[config.mk]
export PLATFORM = sky130hd
export DESIGN_NAME = levenshtein_edit_distance
export DESIGN_NICKNAME = d
export VERILOG_FILES = /design/src/rtl/core/lev_pkg.sv /design/src/rtl/core/levenshtein_edit_distance.sv /design/src/rtl/core/lev_ram.sv /design/src/rtl/core/lev_cell.sv
export SDC_FILE = /design/constraint.sdc
export NUM_CORES = 2
export LEC_CHECK = 0
export BUFFER_PORTS_ARGS = -buffer_cell sky130_fd_sc_hd__buf_2
export CORE_UTILIZATION = 45
export CTS_BUF_LIST = sky130_fd_sc_hd__clkbuf_4 sky130_fd_sc_hd__clkbuf_8 sky130_fd_sc_hd__clkbuf_16
export CTS_CLUSTER_SIZE = 10
export DETAILED_ROUTE_END_ITERATION = 10
export PLACE_DENSITY = 0.56
export SYNTH_ARGS = -nofsm -noshare
export SYNTH_HDL_FRONTEND = slang
export SYNTH_SLANG_ARGS = --single-unit
[constraint.sdc]
create_clock -name i_clk -period 21.7 [get_ports i_clk]
set_input_delay 4.34 -clock i_clk [delete_from_list [all_inputs] [get_ports i_clk]]
set_output_delay 4.34 -clock i_clk [all_outputs]
set_load 0.02 [all_outputs]
[src/rtl/core/lev_pkg.sv]
`timescale 1ns / 1ps

package lev_pkg;

    // Default reference capacity in code points
    localparam int MAX_REF_LEN_DEF = 64;

    localparam int CP_W    = 21;
    localparam int ROW_W   = 8;
    localparam int ROW_MAX = 255;

    typedef enum logic [1:0] {
        OP_CLEAR  = 2'd0,
        OP_APPEND = 2'd1,
        OP_QUERY  = 2'd2,
        OP_END    = 2'd3
    } t_op;

    typedef struct packed {
        t_op             op;
        logic [CP_W-1:0] symbol;
        logic            last;
    } t_in_item;

    typedef struct packed {
        logic [ROW_W-1:0] distance;
        logic             saturated;
        logic             reference_overflowed;
    } t_out_item;

    typedef enum logic [1:0] {
        S_IDLE,
        S_SWEEP,
        S_TAIL,
        S_EMIT
    } t_state;

endpackage

[src/rtl/core/levenshtein_edit_distance.sv]
`timescale 1ns / 1ps

// Levenshtein edit distance engine. Load a reference string with op 1 (append
// code point) after op 0 (clear); then send query code points with op 2 and
// mark the final one with last, or send op 3 to end the query (an empty one if
// none is in progress). Each ending item returns one item carrying the distance
// (saturated at 255), a flag that some row value was clamped during this query,
// and a sticky flag that appends were dropped past MAX_REF_LEN since the last
// clear. Clear and append abandon any query in progress. A query element walks
// the dynamic-programming row, held in a single-port-read memory, one entry per
// cycle from entry 0 to L (the stored reference length): read, updated, written
// back. A last element then hands its result to the output register in an emit
// state, which waits while that register is full. Op 3 on a fresh row goes to
// the emit state directly, else via a tail state that reads the final row entry.
// The fresh row (entry j holds min(j, 255)) is never written out: a flag
// substitutes it on read, so there is no clearing pass after reset or a query.
module levenshtein_edit_distance #(
    parameter int MAX_REF_LEN = lev_pkg::MAX_REF_LEN_DEF
) (
    input  logic               i_clk,
    input  logic               i_rst_n,
    input  logic               i_in_valid,
    output logic               o_in_stall,
    input  lev_pkg::t_in_item  i_in_item,
    output logic               o_out_valid,
    input  logic               i_out_stall,
    output lev_pkg::t_out_item o_out_item
);

    localparam int LEN_W  = $clog2(MAX_REF_LEN + 1);
    localparam int REF_AW = (MAX_REF_LEN > 1) ? $clog2(MAX_REF_LEN) : 1;
    localparam logic [LEN_W-1:0] LenMax = LEN_W'(MAX_REF_LEN);

    // Fresh row value min(j, 255)
    function automatic logic [lev_pkg::ROW_W-1:0] fresh_val(input logic [LEN_W-1:0] j);
        return (32'(j) > 32'(lev_pkg::ROW_MAX)) ? lev_pkg::ROW_W'(lev_pkg::ROW_MAX)
                                                 : lev_pkg::ROW_W'(j);
    endfunction

    // Control state
    lev_pkg::t_state r_state;
    lev_pkg::t_state n_state;
    logic [LEN_W-1:0] r_ref_len;
    logic             r_ref_ovf;
    logic             r_fresh;
    logic             r_sat;
    logic             r_out_valid;

    // Row walk datapath
    logic [LEN_W-1:0]              r_didx;
    logic [lev_pkg::ROW_W-1:0]     r_diag;
    logic [lev_pkg::ROW_W-1:0]     r_left;
    logic [lev_pkg::CP_W-1:0]      r_cp;
    logic                          r_last;
    lev_pkg::t_out_item            r_pend;
    lev_pkg::t_out_item            r_out;

    // Memory ports
    logic                          ref_we;
    logic [REF_AW-1:0]             ref_waddr;
    logic [REF_AW-1:0]             ref_raddr;
    logic [lev_pkg::CP_W-1:0]      ref_rdata;
    logic                          row_we;
    logic [LEN_W-1:0]              row_waddr;
    logic [LEN_W-1:0]              row_raddr;
    logic [lev_pkg::ROW_W-1:0]     row_rdata;

    logic                          in_acc;
    logic                          out_free;
    logic                          sweep_end;
    logic                          is_append;
    logic [lev_pkg::ROW_W-1:0]     old_val;
    logic [lev_pkg::ROW_W-1:0]     cell_value;
    logic                          cell_clamped;
    logic                          len_over_row;

    assign in_acc       = i_in_valid && !o_in_stall;
    assign out_free     = !r_out_valid || !i_out_stall;
    assign sweep_end    = (r_didx == r_ref_len);
    assign is_append    = (i_in_item.op == lev_pkg::OP_APPEND);
    assign len_over_row = (32'(r_ref_len) > 32'(lev_pkg::ROW_MAX));
    // Substitute the fresh row instead of the stored one
    assign old_val      = r_fresh ? fresh_val(r_didx) : row_rdata;

    lev_ram #(
        .WIDTH(lev_pkg::CP_W),
        .DEPTH(MAX_REF_LEN)
    ) u_ref_ram (
        .i_clk  (i_clk),
        .i_we   (ref_we),
        .i_waddr(ref_waddr),
        .i_wdata(i_in_item.symbol),
        .i_raddr(ref_raddr),
        .o_rdata(ref_rdata)
    );

    lev_ram #(
        .WIDTH(lev_pkg::ROW_W),
        .DEPTH(MAX_REF_LEN + 1)
    ) u_row_ram (
        .i_clk  (i_clk),
        .i_we   (row_we),
        .i_waddr(row_waddr),
        .i_wdata(cell_value),
        .i_raddr(row_raddr),
        .o_rdata(row_rdata)
    );

    lev_cell u_cell (
        .i_first   (r_didx == '0),
        .i_mismatch(ref_rdata != r_cp),
        .i_old     (old_val),
        .i_diag    (r_diag),
        .i_left    (r_left),
        .o_value   (cell_value),
        .o_clamped (cell_clamped)
    );

    // Next state
    always_comb begin
        n_state = r_state;
        case (r_state)
            lev_pkg::S_IDLE: begin
                if (in_acc) begin
                    case (i_in_item.op)
                        lev_pkg::OP_QUERY: n_state = lev_pkg::S_SWEEP;
                        lev_pkg::OP_END:   n_state = r_fresh ? lev_pkg::S_EMIT
                                                             : lev_pkg::S_TAIL;
                        default:           n_state = lev_pkg::S_IDLE;
                    endcase
                end
            end
            lev_pkg::S_SWEEP: begin
                if (sweep_end) begin
                    n_state = r_last ? lev_pkg::S_EMIT : lev_pkg::S_IDLE;
                end
            end
            lev_pkg::S_TAIL: begin
                n_state = lev_pkg::S_EMIT;
            end
            lev_pkg::S_EMIT: begin
                if (out_free) begin
                    n_state = lev_pkg::S_IDLE;
                end
            end
            default: begin
                n_state = lev_pkg::S_IDLE;
            end
        endcase
    end

    // Outputs and memory addressing
    always_comb begin
        o_in_stall = 1'b1;
        row_raddr  = '0;
        row_we     = 1'b0;
        row_waddr  = r_didx;
        ref_raddr  = r_didx[REF_AW-1:0];
        ref_we     = 1'b0;
        ref_waddr  = r_ref_len[REF_AW-1:0];
        case (r_state)
            lev_pkg::S_IDLE: begin
                o_in_stall = 1'b0;
                // Op 3 on a walked row reads the final entry; a query starts at entry zero
                if (i_in_item.op == lev_pkg::OP_END) begin
                    row_raddr = r_ref_len;
                end
                ref_we = in_acc && is_append && (r_ref_len != LenMax);
            end
            lev_pkg::S_SWEEP: begin
                // Prefetch the next entry while writing back this one
                row_raddr = r_didx + LEN_W'(1);
                row_we    = 1'b1;
            end
            default: begin
                o_in_stall = 1'b1;
            end
        endcase
    end

    always_ff @(posedge i_clk) begin
        if (!i_rst_n) begin
            r_state     <= lev_pkg::S_IDLE;
            r_ref_len   <= '0;
            r_ref_ovf   <= 1'b0;
            r_fresh     <= 1'b1;
            r_sat       <= 1'b0;
            r_out_valid <= 1'b0;
        end else begin
            r_state <= n_state;
            if (in_acc) begin
                case (i_in_item.op)
                    lev_pkg::OP_CLEAR: begin
                        r_ref_len <= '0;
                        r_ref_ovf <= 1'b0;
                        r_fresh   <= 1'b1;
                        r_sat     <= 1'b0;
                    end
                    lev_pkg::OP_APPEND: begin
                        // Drop the code point once the store is full
                        if (r_ref_len != LenMax) begin
                            r_ref_len <= r_ref_len + LEN_W'(1);
                        end else begin
                            r_ref_ovf <= 1'b1;
                        end
                        r_fresh <= 1'b1;
                        r_sat   <= 1'b0;
                    end
                    default: begin
                        // A fresh row longer than 255 already holds clamped values
                        if (r_fresh && len_over_row) begin
                            r_sat <= 1'b1;
                        end
                    end
                endcase
            end
            if (r_state == lev_pkg::S_SWEEP) begin
                if (cell_clamped) begin
                    r_sat <= 1'b1;
                end
                if (sweep_end) begin
                    r_fresh <= 1'b0;
                end
            end
            if (r_state == lev_pkg::S_EMIT && out_free) begin
                r_fresh     <= 1'b1;
                r_sat       <= 1'b0;
                r_out_valid <= 1'b1;
            end else if (!i_out_stall) begin
                r_out_valid <= 1'b0;
            end
        end
    end

    always_ff @(posedge i_clk) begin
        if (in_acc) begin
            r_cp   <= i_in_item.symbol;
            r_last <= i_in_item.last;
            r_didx <= '0;
            if (i_in_item.op == lev_pkg::OP_END && r_fresh) begin
                r_pend.distance             <= fresh_val(r_ref_len);
                r_pend.saturated            <= len_over_row;
                r_pend.reference_overflowed <= r_ref_ovf;
            end
        end
        case (r_state)
            lev_pkg::S_SWEEP: begin
                r_diag <= old_val;
                r_left <= cell_value;
                if (sweep_end) begin
                    r_pend.distance             <= cell_value;
                    r_pend.saturated            <= r_sat || cell_clamped;
                    r_pend.reference_overflowed <= r_ref_ovf;
                end else begin
                    r_didx <= r_didx + LEN_W'(1);
                end
            end
            lev_pkg::S_TAIL: begin
                r_pend.distance             <= row_rdata;
                r_pend.saturated            <= r_sat;
                r_pend.reference_overflowed <= r_ref_ovf;
            end
            lev_pkg::S_EMIT: begin
                if (out_free) begin
                    r_out <= r_pend;
                end
            end
            default: begin
                r_out <= r_out;
            end
        endcase
    end

    assign o_out_valid = r_out_valid;
    assign o_out_item  = r_out;

    a_walk_in_range: assert property (@(posedge i_clk) disable iff (!i_rst_n)
        (r_state == lev_pkg::S_SWEEP) |-> (r_didx <= r_ref_len))
        else $error("row walk index beyond reference length");

    a_ovf_only_full: assert property (@(posedge i_clk) disable iff (!i_rst_n)
        r_ref_ovf |-> (r_ref_len == LenMax))
        else $error("overflow flagged while reference store not full");

    a_emit_ends_query: assert property (@(posedge i_clk) disable iff (!i_rst_n)
        (r_state == lev_pkg::S_EMIT && out_free) |=> (r_fresh && !r_sat && o_out_valid))
        else $error("query state not reset after result handoff");

    a_walk_advances: assert property (@(posedge i_clk) disable iff (!i_rst_n)
        (r_state == lev_pkg::S_SWEEP && !sweep_end) |=>
            (r_state == lev_pkg::S_SWEEP && r_didx == $past(r_didx) + LEN_W'(1)))
        else $error("row walk stalled or skipped an entry");

endmodule

[src/rtl/core/lev_ram.sv]
`timescale 1ns / 1ps

module lev_ram #(
    parameter int WIDTH = 8,
    parameter int DEPTH = 64,
    localparam int AW = (DEPTH > 1) ? $clog2(DEPTH) : 1
) (
    input  logic             i_clk,
    input  logic             i_we,
    input  logic [AW-1:0]    i_waddr,
    input  logic [WIDTH-1:0] i_wdata,
    input  logic [AW-1:0]    i_raddr,
    output logic [WIDTH-1:0] o_rdata
);

    logic [WIDTH-1:0] r_mem [DEPTH];
    logic [WIDTH-1:0] r_rdata;

    always_ff @(posedge i_clk) begin
        if (i_we) begin
            r_mem[i_waddr] <= i_wdata;
        end
        r_rdata <= r_mem[i_raddr];
    end

    assign o_rdata = r_rdata;

endmodule

[src/rtl/core/lev_cell.sv]
`timescale 1ns / 1ps

module lev_cell (
    input  logic                      i_first,
    input  logic                      i_mismatch,
    input  logic [lev_pkg::ROW_W-1:0] i_old,
    input  logic [lev_pkg::ROW_W-1:0] i_diag,
    input  logic [lev_pkg::ROW_W-1:0] i_left,
    output logic [lev_pkg::ROW_W-1:0] o_value,
    output logic                      o_clamped
);

    logic [lev_pkg::ROW_W:0] w_del;
    logic [lev_pkg::ROW_W:0] w_sub;
    logic [lev_pkg::ROW_W:0] w_ins;
    logic [lev_pkg::ROW_W:0] w_best;

    assign w_del = {1'b0, i_old} + (lev_pkg::ROW_W + 1)'(1);
    assign w_sub = {1'b0, i_diag} + (lev_pkg::ROW_W + 1)'(i_mismatch);
    assign w_ins = {1'b0, i_left} + (lev_pkg::ROW_W + 1)'(1);

    // Column zero only grows by one per query element
    always_comb begin
        w_best = w_del;
        if (!i_first) begin
            if (w_sub < w_best) begin
                w_best = w_sub;
            end
            if (w_ins < w_best) begin
                w_best = w_ins;
            end
        end
    end

    assign o_clamped = (w_best > (lev_pkg::ROW_W + 1)'(lev_pkg::ROW_MAX));
    assign o_value   = o_clamped ? lev_pkg::ROW_W'(lev_pkg::ROW_MAX)
                                 : w_best[lev_pkg::ROW_W-1:0];

endmodule

Yosys cells after proc, flatten, opt, wreduce, memory -nomap -nowiden
Memory sizes are Yosys's and may differ from the RTL's. A register that Yosys moved wholly into a read port is not among the register bits.
Index checks and enable logic that the tools add are counted.

storage, ports and cells
  memories kept = 2
  bits in registers = 78
  RAM bits = 1864
  bits of input ports = 28

memory list
  name             depth  bits a word  rd ports  clocked after Yosys merged registers in  write ports  line           source
  u_ref_ram.r_mem  64     21           1         1                                        1            lev_ram.sv:16  logic [WIDTH-1:0] r_mem [DEPTH];
  u_row_ram.r_mem  65     8            1         1                                        1            lev_ram.sv:16

operators by class
  bitwise gates (word level) = 1
  add/subtract/negate cells = 5
  mux-type cells = 43
  eq/ne operators = 15
  reduce and logical (&&, ||, !) cells = 19
  order comparisons = 3

operator list
  kind                   count
  $mux W9                4
  $mux W7                5
  $mux W10               3
  $pmux W7 S2            2
  $ne A21 B21 Y1         1
  $pmux W10 S2           1
  $mux W1                19
  $add A8 B1 Y9 const B  2
  $lt A9 B9 Y1           2
  $mux W8                2
  $add A7 B1 Y7 const B  2
  $add A8 B1 Y9          1
  $gt A9 B8 Y1 const B   1
  $reduce_and A3 Y1      3
  $eq A2 B2 Y1 const B   4
  $mux W2                4
  $ne A2 B2 Y1 const B   4
  $pmux W2 S4            1
  $eq A7 B7 Y1           1
  $logic_not A7 Y1       1
  $ne A7 B7 Y1 const B   1
  $logic_and A1 B1 Y1    5
  $eq A2 B1 Y1 const B   2
  $logic_not A2 Y1       2
  other kinds (9)        13

Longest topological paths before layout
  depth in word-level cells = 12
  depth in mapped cells = 25

By module
Synthesis repeated with hierarchy kept, for this count alone.

second synthesis, totals
  cell total of the unflattened synthesis = 3618
  area total of the unflattened synthesis = 77022.6 um^2

by module, submodules not included
  module                     seq. area each (um^2)  area each (um^2)  cells an instance  instances
  lev_ram (u_ref_ram)        40779.1                51717.1           2190               1
  lev_ram (u_row_ram)        15775.1                20439.6           944                1
  levenshtein_edit_distance  2042.0                 3758.6            325                1
  lev_cell                   0.0                    1107.3            159                1

Least setup slack after synthesis
Ideal clock, no wire load.

  path type = reg2reg
  start point = reg r_fresh
  end point = reg r_left[7] (netlist name) (data pin)
  cell stages (with the launch flop) = 23
  setup slack = 14711 ps
  arrival = 6455 ps
  data required time = 21166 ps
  library setup time = 534 ps
  cells stage by stage = dfxtp_1 > buf_4 > clkbuf_1 > mux2_2 > ha_1 > nand4b_1 > a21oi_1 > xnor2_1 > ha_1 > a21o_1 > a31oi_1 > clkbuf_1 > nand2_1 > nand2_1 > o21ai_0 > ha_1 > a211oi_1 > o211ai_1 > a22oi_1 > nor2_1 > o2111ai_1 > o41ai_1 > o21ai_1

on the way
  longest elaborated chain between the ends = 10

ends and longest elaborated chain
  element                   line                              source
  from (decl)               levenshtein_edit_distance.sv:45   logic r_fresh;
  from (signal assigned)    levenshtein_edit_distance.sv:186  r_fresh <= 1'b1;
  from (signal assigned)    levenshtein_edit_distance.sv:196  r_fresh <= 1'b1;
  from (signal assigned)    levenshtein_edit_distance.sv:206  r_fresh <= 1'b1;
  $mux W8 *                 levenshtein_edit_distance.sv:83   assign old_val = r_fresh ? fresh_val(r_didx) : row_rdata;
  via old_val (one bit)     levenshtein_edit_distance.sv:72   logic [lev_pkg::ROW_W-1:0] old_val;
  $add A8 B1 Y9 *           lev_cell.sv:18                    assign w_del = {1'b0, i_old} + (lev_pkg::ROW_W + 1)'(1);
  $lt A9 B9 Y1              lev_cell.sv:26                    if (w_sub < w_best) begin
  $mux W9                   lev_cell.sv:26
  $mux W9                   lev_cell.sv:25                    if (!i_first) begin
  $lt A9 B9 Y1              lev_cell.sv:29                    if (w_ins < w_best) begin
  $mux W9                   lev_cell.sv:29
  $mux W9 *                 lev_cell.sv:25
  $gt A9 B8 Y1              lev_cell.sv:35                    assign o_clamped = (w_best > (lev_pkg::ROW_W + 1)'(lev_pkg::ROW_MAX));
  $mux W8 *                 lev_cell.sv:36                    assign o_value = o_clamped ? lev_pkg::ROW_W'(lev_pkg::ROW_MAX)
  via cell_value (one bit)  levenshtein_edit_distance.sv:73   logic [lev_pkg::ROW_W-1:0] cell_value;
  to (signal assigned)      levenshtein_edit_distance.sv:249  r_left <= cell_value;
  to (decl)                 levenshtein_edit_distance.sv:52   logic [lev_pkg::ROW_W-1:0] r_left;

Mark *: on every way through the listed nets, which the timed path passes. The rest lies on a longest branch. The select of a mux whose other input is x is not followed.
A chain may end at the register's enable or synchronous reset.

Worst setup path after layout
  start point = reg r_cp[11] (netlist name)
  end point = mem u_row_ram.r_mem[48][2], in the netlist u_row_ram.r_mem[12][2] (data pin)

on the way
  longest elaborated chain between the ends = 10

ends and longest elaborated chain
  element                   line                              source
  from (decl)               levenshtein_edit_distance.sv:53   logic [lev_pkg::CP_W-1:0] r_cp;
  from (signal assigned)    levenshtein_edit_distance.sv:237  r_cp <= i_in_item.symbol;
  $ne A21 B21 Y1 *          levenshtein_edit_distance.sv:111  .i_mismatch(ref_rdata != r_cp),
  $add A8 B1 Y9 *           lev_cell.sv:19                    assign w_sub = {1'b0, i_diag} + (lev_pkg::ROW_W + 1)'(i_mismatch);
  $lt A9 B9 Y1              lev_cell.sv:26
  $mux W9 *                 lev_cell.sv:26
  $mux W9 *                 lev_cell.sv:25
  $lt A9 B9 Y1              lev_cell.sv:29
  $mux W9 *                 lev_cell.sv:29
  $mux W9 *                 lev_cell.sv:25
  $gt A9 B8 Y1              lev_cell.sv:35
  $mux W8 *                 lev_cell.sv:36
  via cell_value (one bit)  levenshtein_edit_distance.sv:73
  to (decl)                 lev_ram.sv:16

Marked as above.

==> impl_results.md <==
* Worst path cell trace: xnor2_1, nand4_1, nor4_1, nand4_1, ha_1, ha_1, and4_1, ha_1, a21o_1, a31oi_1, nand2_1, nand2_1, o21ai_0, ha_1, a211oi_1, o211ai_1, a22oi_1, and3_1, o211ai_1, o21ai_1, or4_2, buf_4
* Worst hold path class: reg -> reg
* DRT iter0 DRCs at 5359
* Fin crit share at 0.365
* Die area at 168000 um2
* Total Wirelength at 211 mm
* Drt first pass iters at 9
* Antenna violations before repair at 4
* FF/Latch Area at 58600 um2
* CP max-delay cell: nor4_1
* I/O Buffers at 39
* Crit end category: flop
* Max-slew violation count at 0
* Seq/Total Area, Yosys at 0.783
* CP bufs+invs at 1
* Number of synthesized flops with an enable pin at 1912
* Int Pwr at 0.00705 W
* Root Buffer: clkbuf_16
* Fin crit period at 7920 ps
* DRC at 11
* Yosys Warn Count at 0
* Post-Layout Cell Count at 6964
* Die Y at 410 um
* Top-area cell type share of the netlist area at 0.767
* Starting Density at 0.453
* Dominant synthesized flop cell: edfxtp_1
* Nets at 4733
* First-pass GRT wire length at roughly 300 mm
* Worst Path Max Fanout at 66
* Detail Route Antenna Nets at 0
* CP delay by family, top: simple AND/OR/NAND/NOR gates
* Hold-fix buffer count after cts at 0
* Clock Path Buffers at 3
* Sw Share at 0.291
* Vias at around 43k
* Synth Cell Area at 74800 um2
* Power per cell area at roughly 120 nW/um2
* Core box area at 165000 um2
* Die width at 410 um
* Cts repair resizes at 0
* Synth top cells by count: 1912 x edfxtp_1, 568 x a22oi_1, 410 x nand2_1, 220 x nor2_1, 189 x clkbuf_1
* Final hold viol count at 0
* HPWL Detailed at between 100 and 150 mm
* #FFs+latches synth at between 1.5k and 2k
* Net Sw Power at just under 0.003 W
* Maximum vdd drop at 0.150 mV
* All-layer global routing usage at 0.248
* Ports at 40
* Seq pwr share at 0.464
* Largest net degree at the start of global routing at 151
* Number of global-route vias before repair at 41.6k
* Failing checks: design-rule violations
* Outcome: finished, violations left
* CP Class: reg -> reg
* Final RePlAce weighted congestion at between 0.8 and 0.9
* Sink Count at 1971
* WP data arrival at 8360 ps
* Stages on worst setup path at 22
* Post-CTS Setup Bufs at 0
* CTS tree: built
* R2r worst-path depth at 22
* Drt via density at 6.20
* Worst-Margin Slew at 1170 ps
* Skew final at 36.0 ps
* Crit-path max cell delay at 840 ps
* Fraction of registers with async set/reset at 0
* Worst slew margin at 0.219
* Area leader, netlist: edfxtp_1
* Share of post-route cells with drive strength above 1 at 0.135
* Mapped Avg Cell Area at 16.4 um2
* Count leader, synth: edfxtp_1
* Cell count after synthesis at 4560
* Final setup vio count at 0
* CTS H-tree lvls at 4
* TNS Setup at 0 ps
* Synth area leaders: edfxtp_1 77%, a22oi_1 5.7%, nand2_1 2.1%
* Logic pwr share at 0.194
* Cells after DPL at ~6.6k
* Fillers at around 13k
* Antenna cells at 0
* Multi-input logic area at roughly 15000 um2
* CTS Buf Count at 218
* Final Util at 0.512
* RSZ-0062 raised after global routing: no
* Worst skew pair latency at 850 ps
* Clk slew on worst S/H paths at 60 ps
* GR Overflow Total at 0
* Unique masters post-synth at 65
* Placement Rows at 149
* Net Count, Synth at about 4.6k
* Area grow syn2layout at 12.9%
* Leakage at 26.7 nW
* Max Freq at 0.126 GHz
* Crit start category: flop
* Clock Power Share at 0.342
* Most frequent CP cell: ha_1
* Worst Hold Path Cells at 0
* Post-DR wirelength/cell at 30.3 um
* Total of max-cap violations at 0
* Required @ worst endpoint at 22140 ps
placed cells by master (no fill, tap or decap), types with 24 or more instances in the layout:
master / instances
a211oi_1: 34
a21oi_1: 44
a221oi_1: 65
a22o_1: 69
a22oi_1: 568
a311oi_1: 24
a31oi_1: 31
a32oi_1: 48
and3_1: 42
buf_2: 39
buf_4: 148
clkbuf_16: 224
clkbuf_4: 79
dfxtp_1: 56
edfxtp_1: 1912
ha_1: 27
inv_1: 25
mux2i_1: 59
mux4_2: 31
nand2_1: 407
nand3_1: 149
nand4_1: 179
nor2_1: 152
nor2_2: 65
o211ai_1: 37
o21ai_0: 33
xnor2_1: 39
power groups by stage:
| stage | registers [W] | logic (W) | clock network [W] |
|---|---|---|---|
| global placement | 0.00469 | 0.00192 | 0 |
| finish | 0.00461 | 0.00193 | 0.00340 |
| detailed placement | 0.00469 | 0.00193 | 0 |
| CTS | 0.00461 | 0.00193 | 0.00345 |
| floorplan | 0.00468 | 0.00114 | 0 |
| global route | 0.00461 | 0.00207 | 0.00359 |
stage by stage:
stage	hold WS (ps)	total power (W)	worst slack [ps]	instance area [um2]
6_report	445	0.00994	13780	84500
5_1_grt	462	0.0103	13300	84500
4_1_cts	446	0.00999	13920	84500
3_5_place_dp	429	0.00662	13330	78000
3_3_place_gp	426	0.00661	13360	78000
2_1_floorplan	408	0.00582	14710	74800
state kept, by name (all words and copies together), names as in the netlist, 8 cells and up:
signal,count
o_out_item,10
r_left,8
r_pend,10
u_row_ram.r_mem,520
r_diag,8
r_cp,21
u_row_ram.o_rdata,8
u_ref_ram.o_rdata,21
u_ref_ram.r_mem,1344
routing by layer:
layer	vias to the layer above	global-route usage	wire, um
met5	-	0	14
met4	2	0.0676	5130
met3	302	0.0469	16200
met2	1891	0.398	101000
met1	22400	0.346	88400
li1	18600	-	-
cell families (layout without fill, tap and decap cells):
group                    Yosys count  in the layout  share of synthesized area
AND/OR/NAND/NOR                 1079           1079                     0.0669
buffers and inverters            322            537                     0.0176
multiplexers                      92             92                     0.0177
adder cells (fa/ha/maj)           28             28                    0.00468
flip-flops                      1971           1971                      0.783
XOR/XNOR                          56             56                    0.00656
AO/OA/AOI/OAI                   1012           1012                      0.103
path summary, 6_finish.rpt:
check | startpoint | endpoint | slack, ps
worst min register to register | r_pend[0] | o_out_item[0] | 440
worst min-delay path | r_pend[0] | o_out_item[0] | 440
worst max-delay path | r_cp[11] | u_row_ram.r_mem[12][2] | 13780
worst max register to register | r_cp[11] | u_row_ram.r_mem[12][2] | 13780
worst reg2reg max path, delay by kind of cell, from the launching register on:
family	cells	cell delay, ps
compound gates	8	2220
xor+xnor	1	190
flops	1	380
simple gates	8	3070
buf+inv	1	340
fa+ha+maj	4	1220
layout make-up:
cell class                      count  share of cell area
Sequential cell                  1971               0.694
Multi-Input combinational cell   2267               0.180
Clock buffer                      304              0.0735
Tap cell                         2189              0.0324
Timing Repair Buffer              191              0.0164
Clock inverter                     14             0.00277
Inverter                           28             0.00124
(Power assumes the default switching activity.)
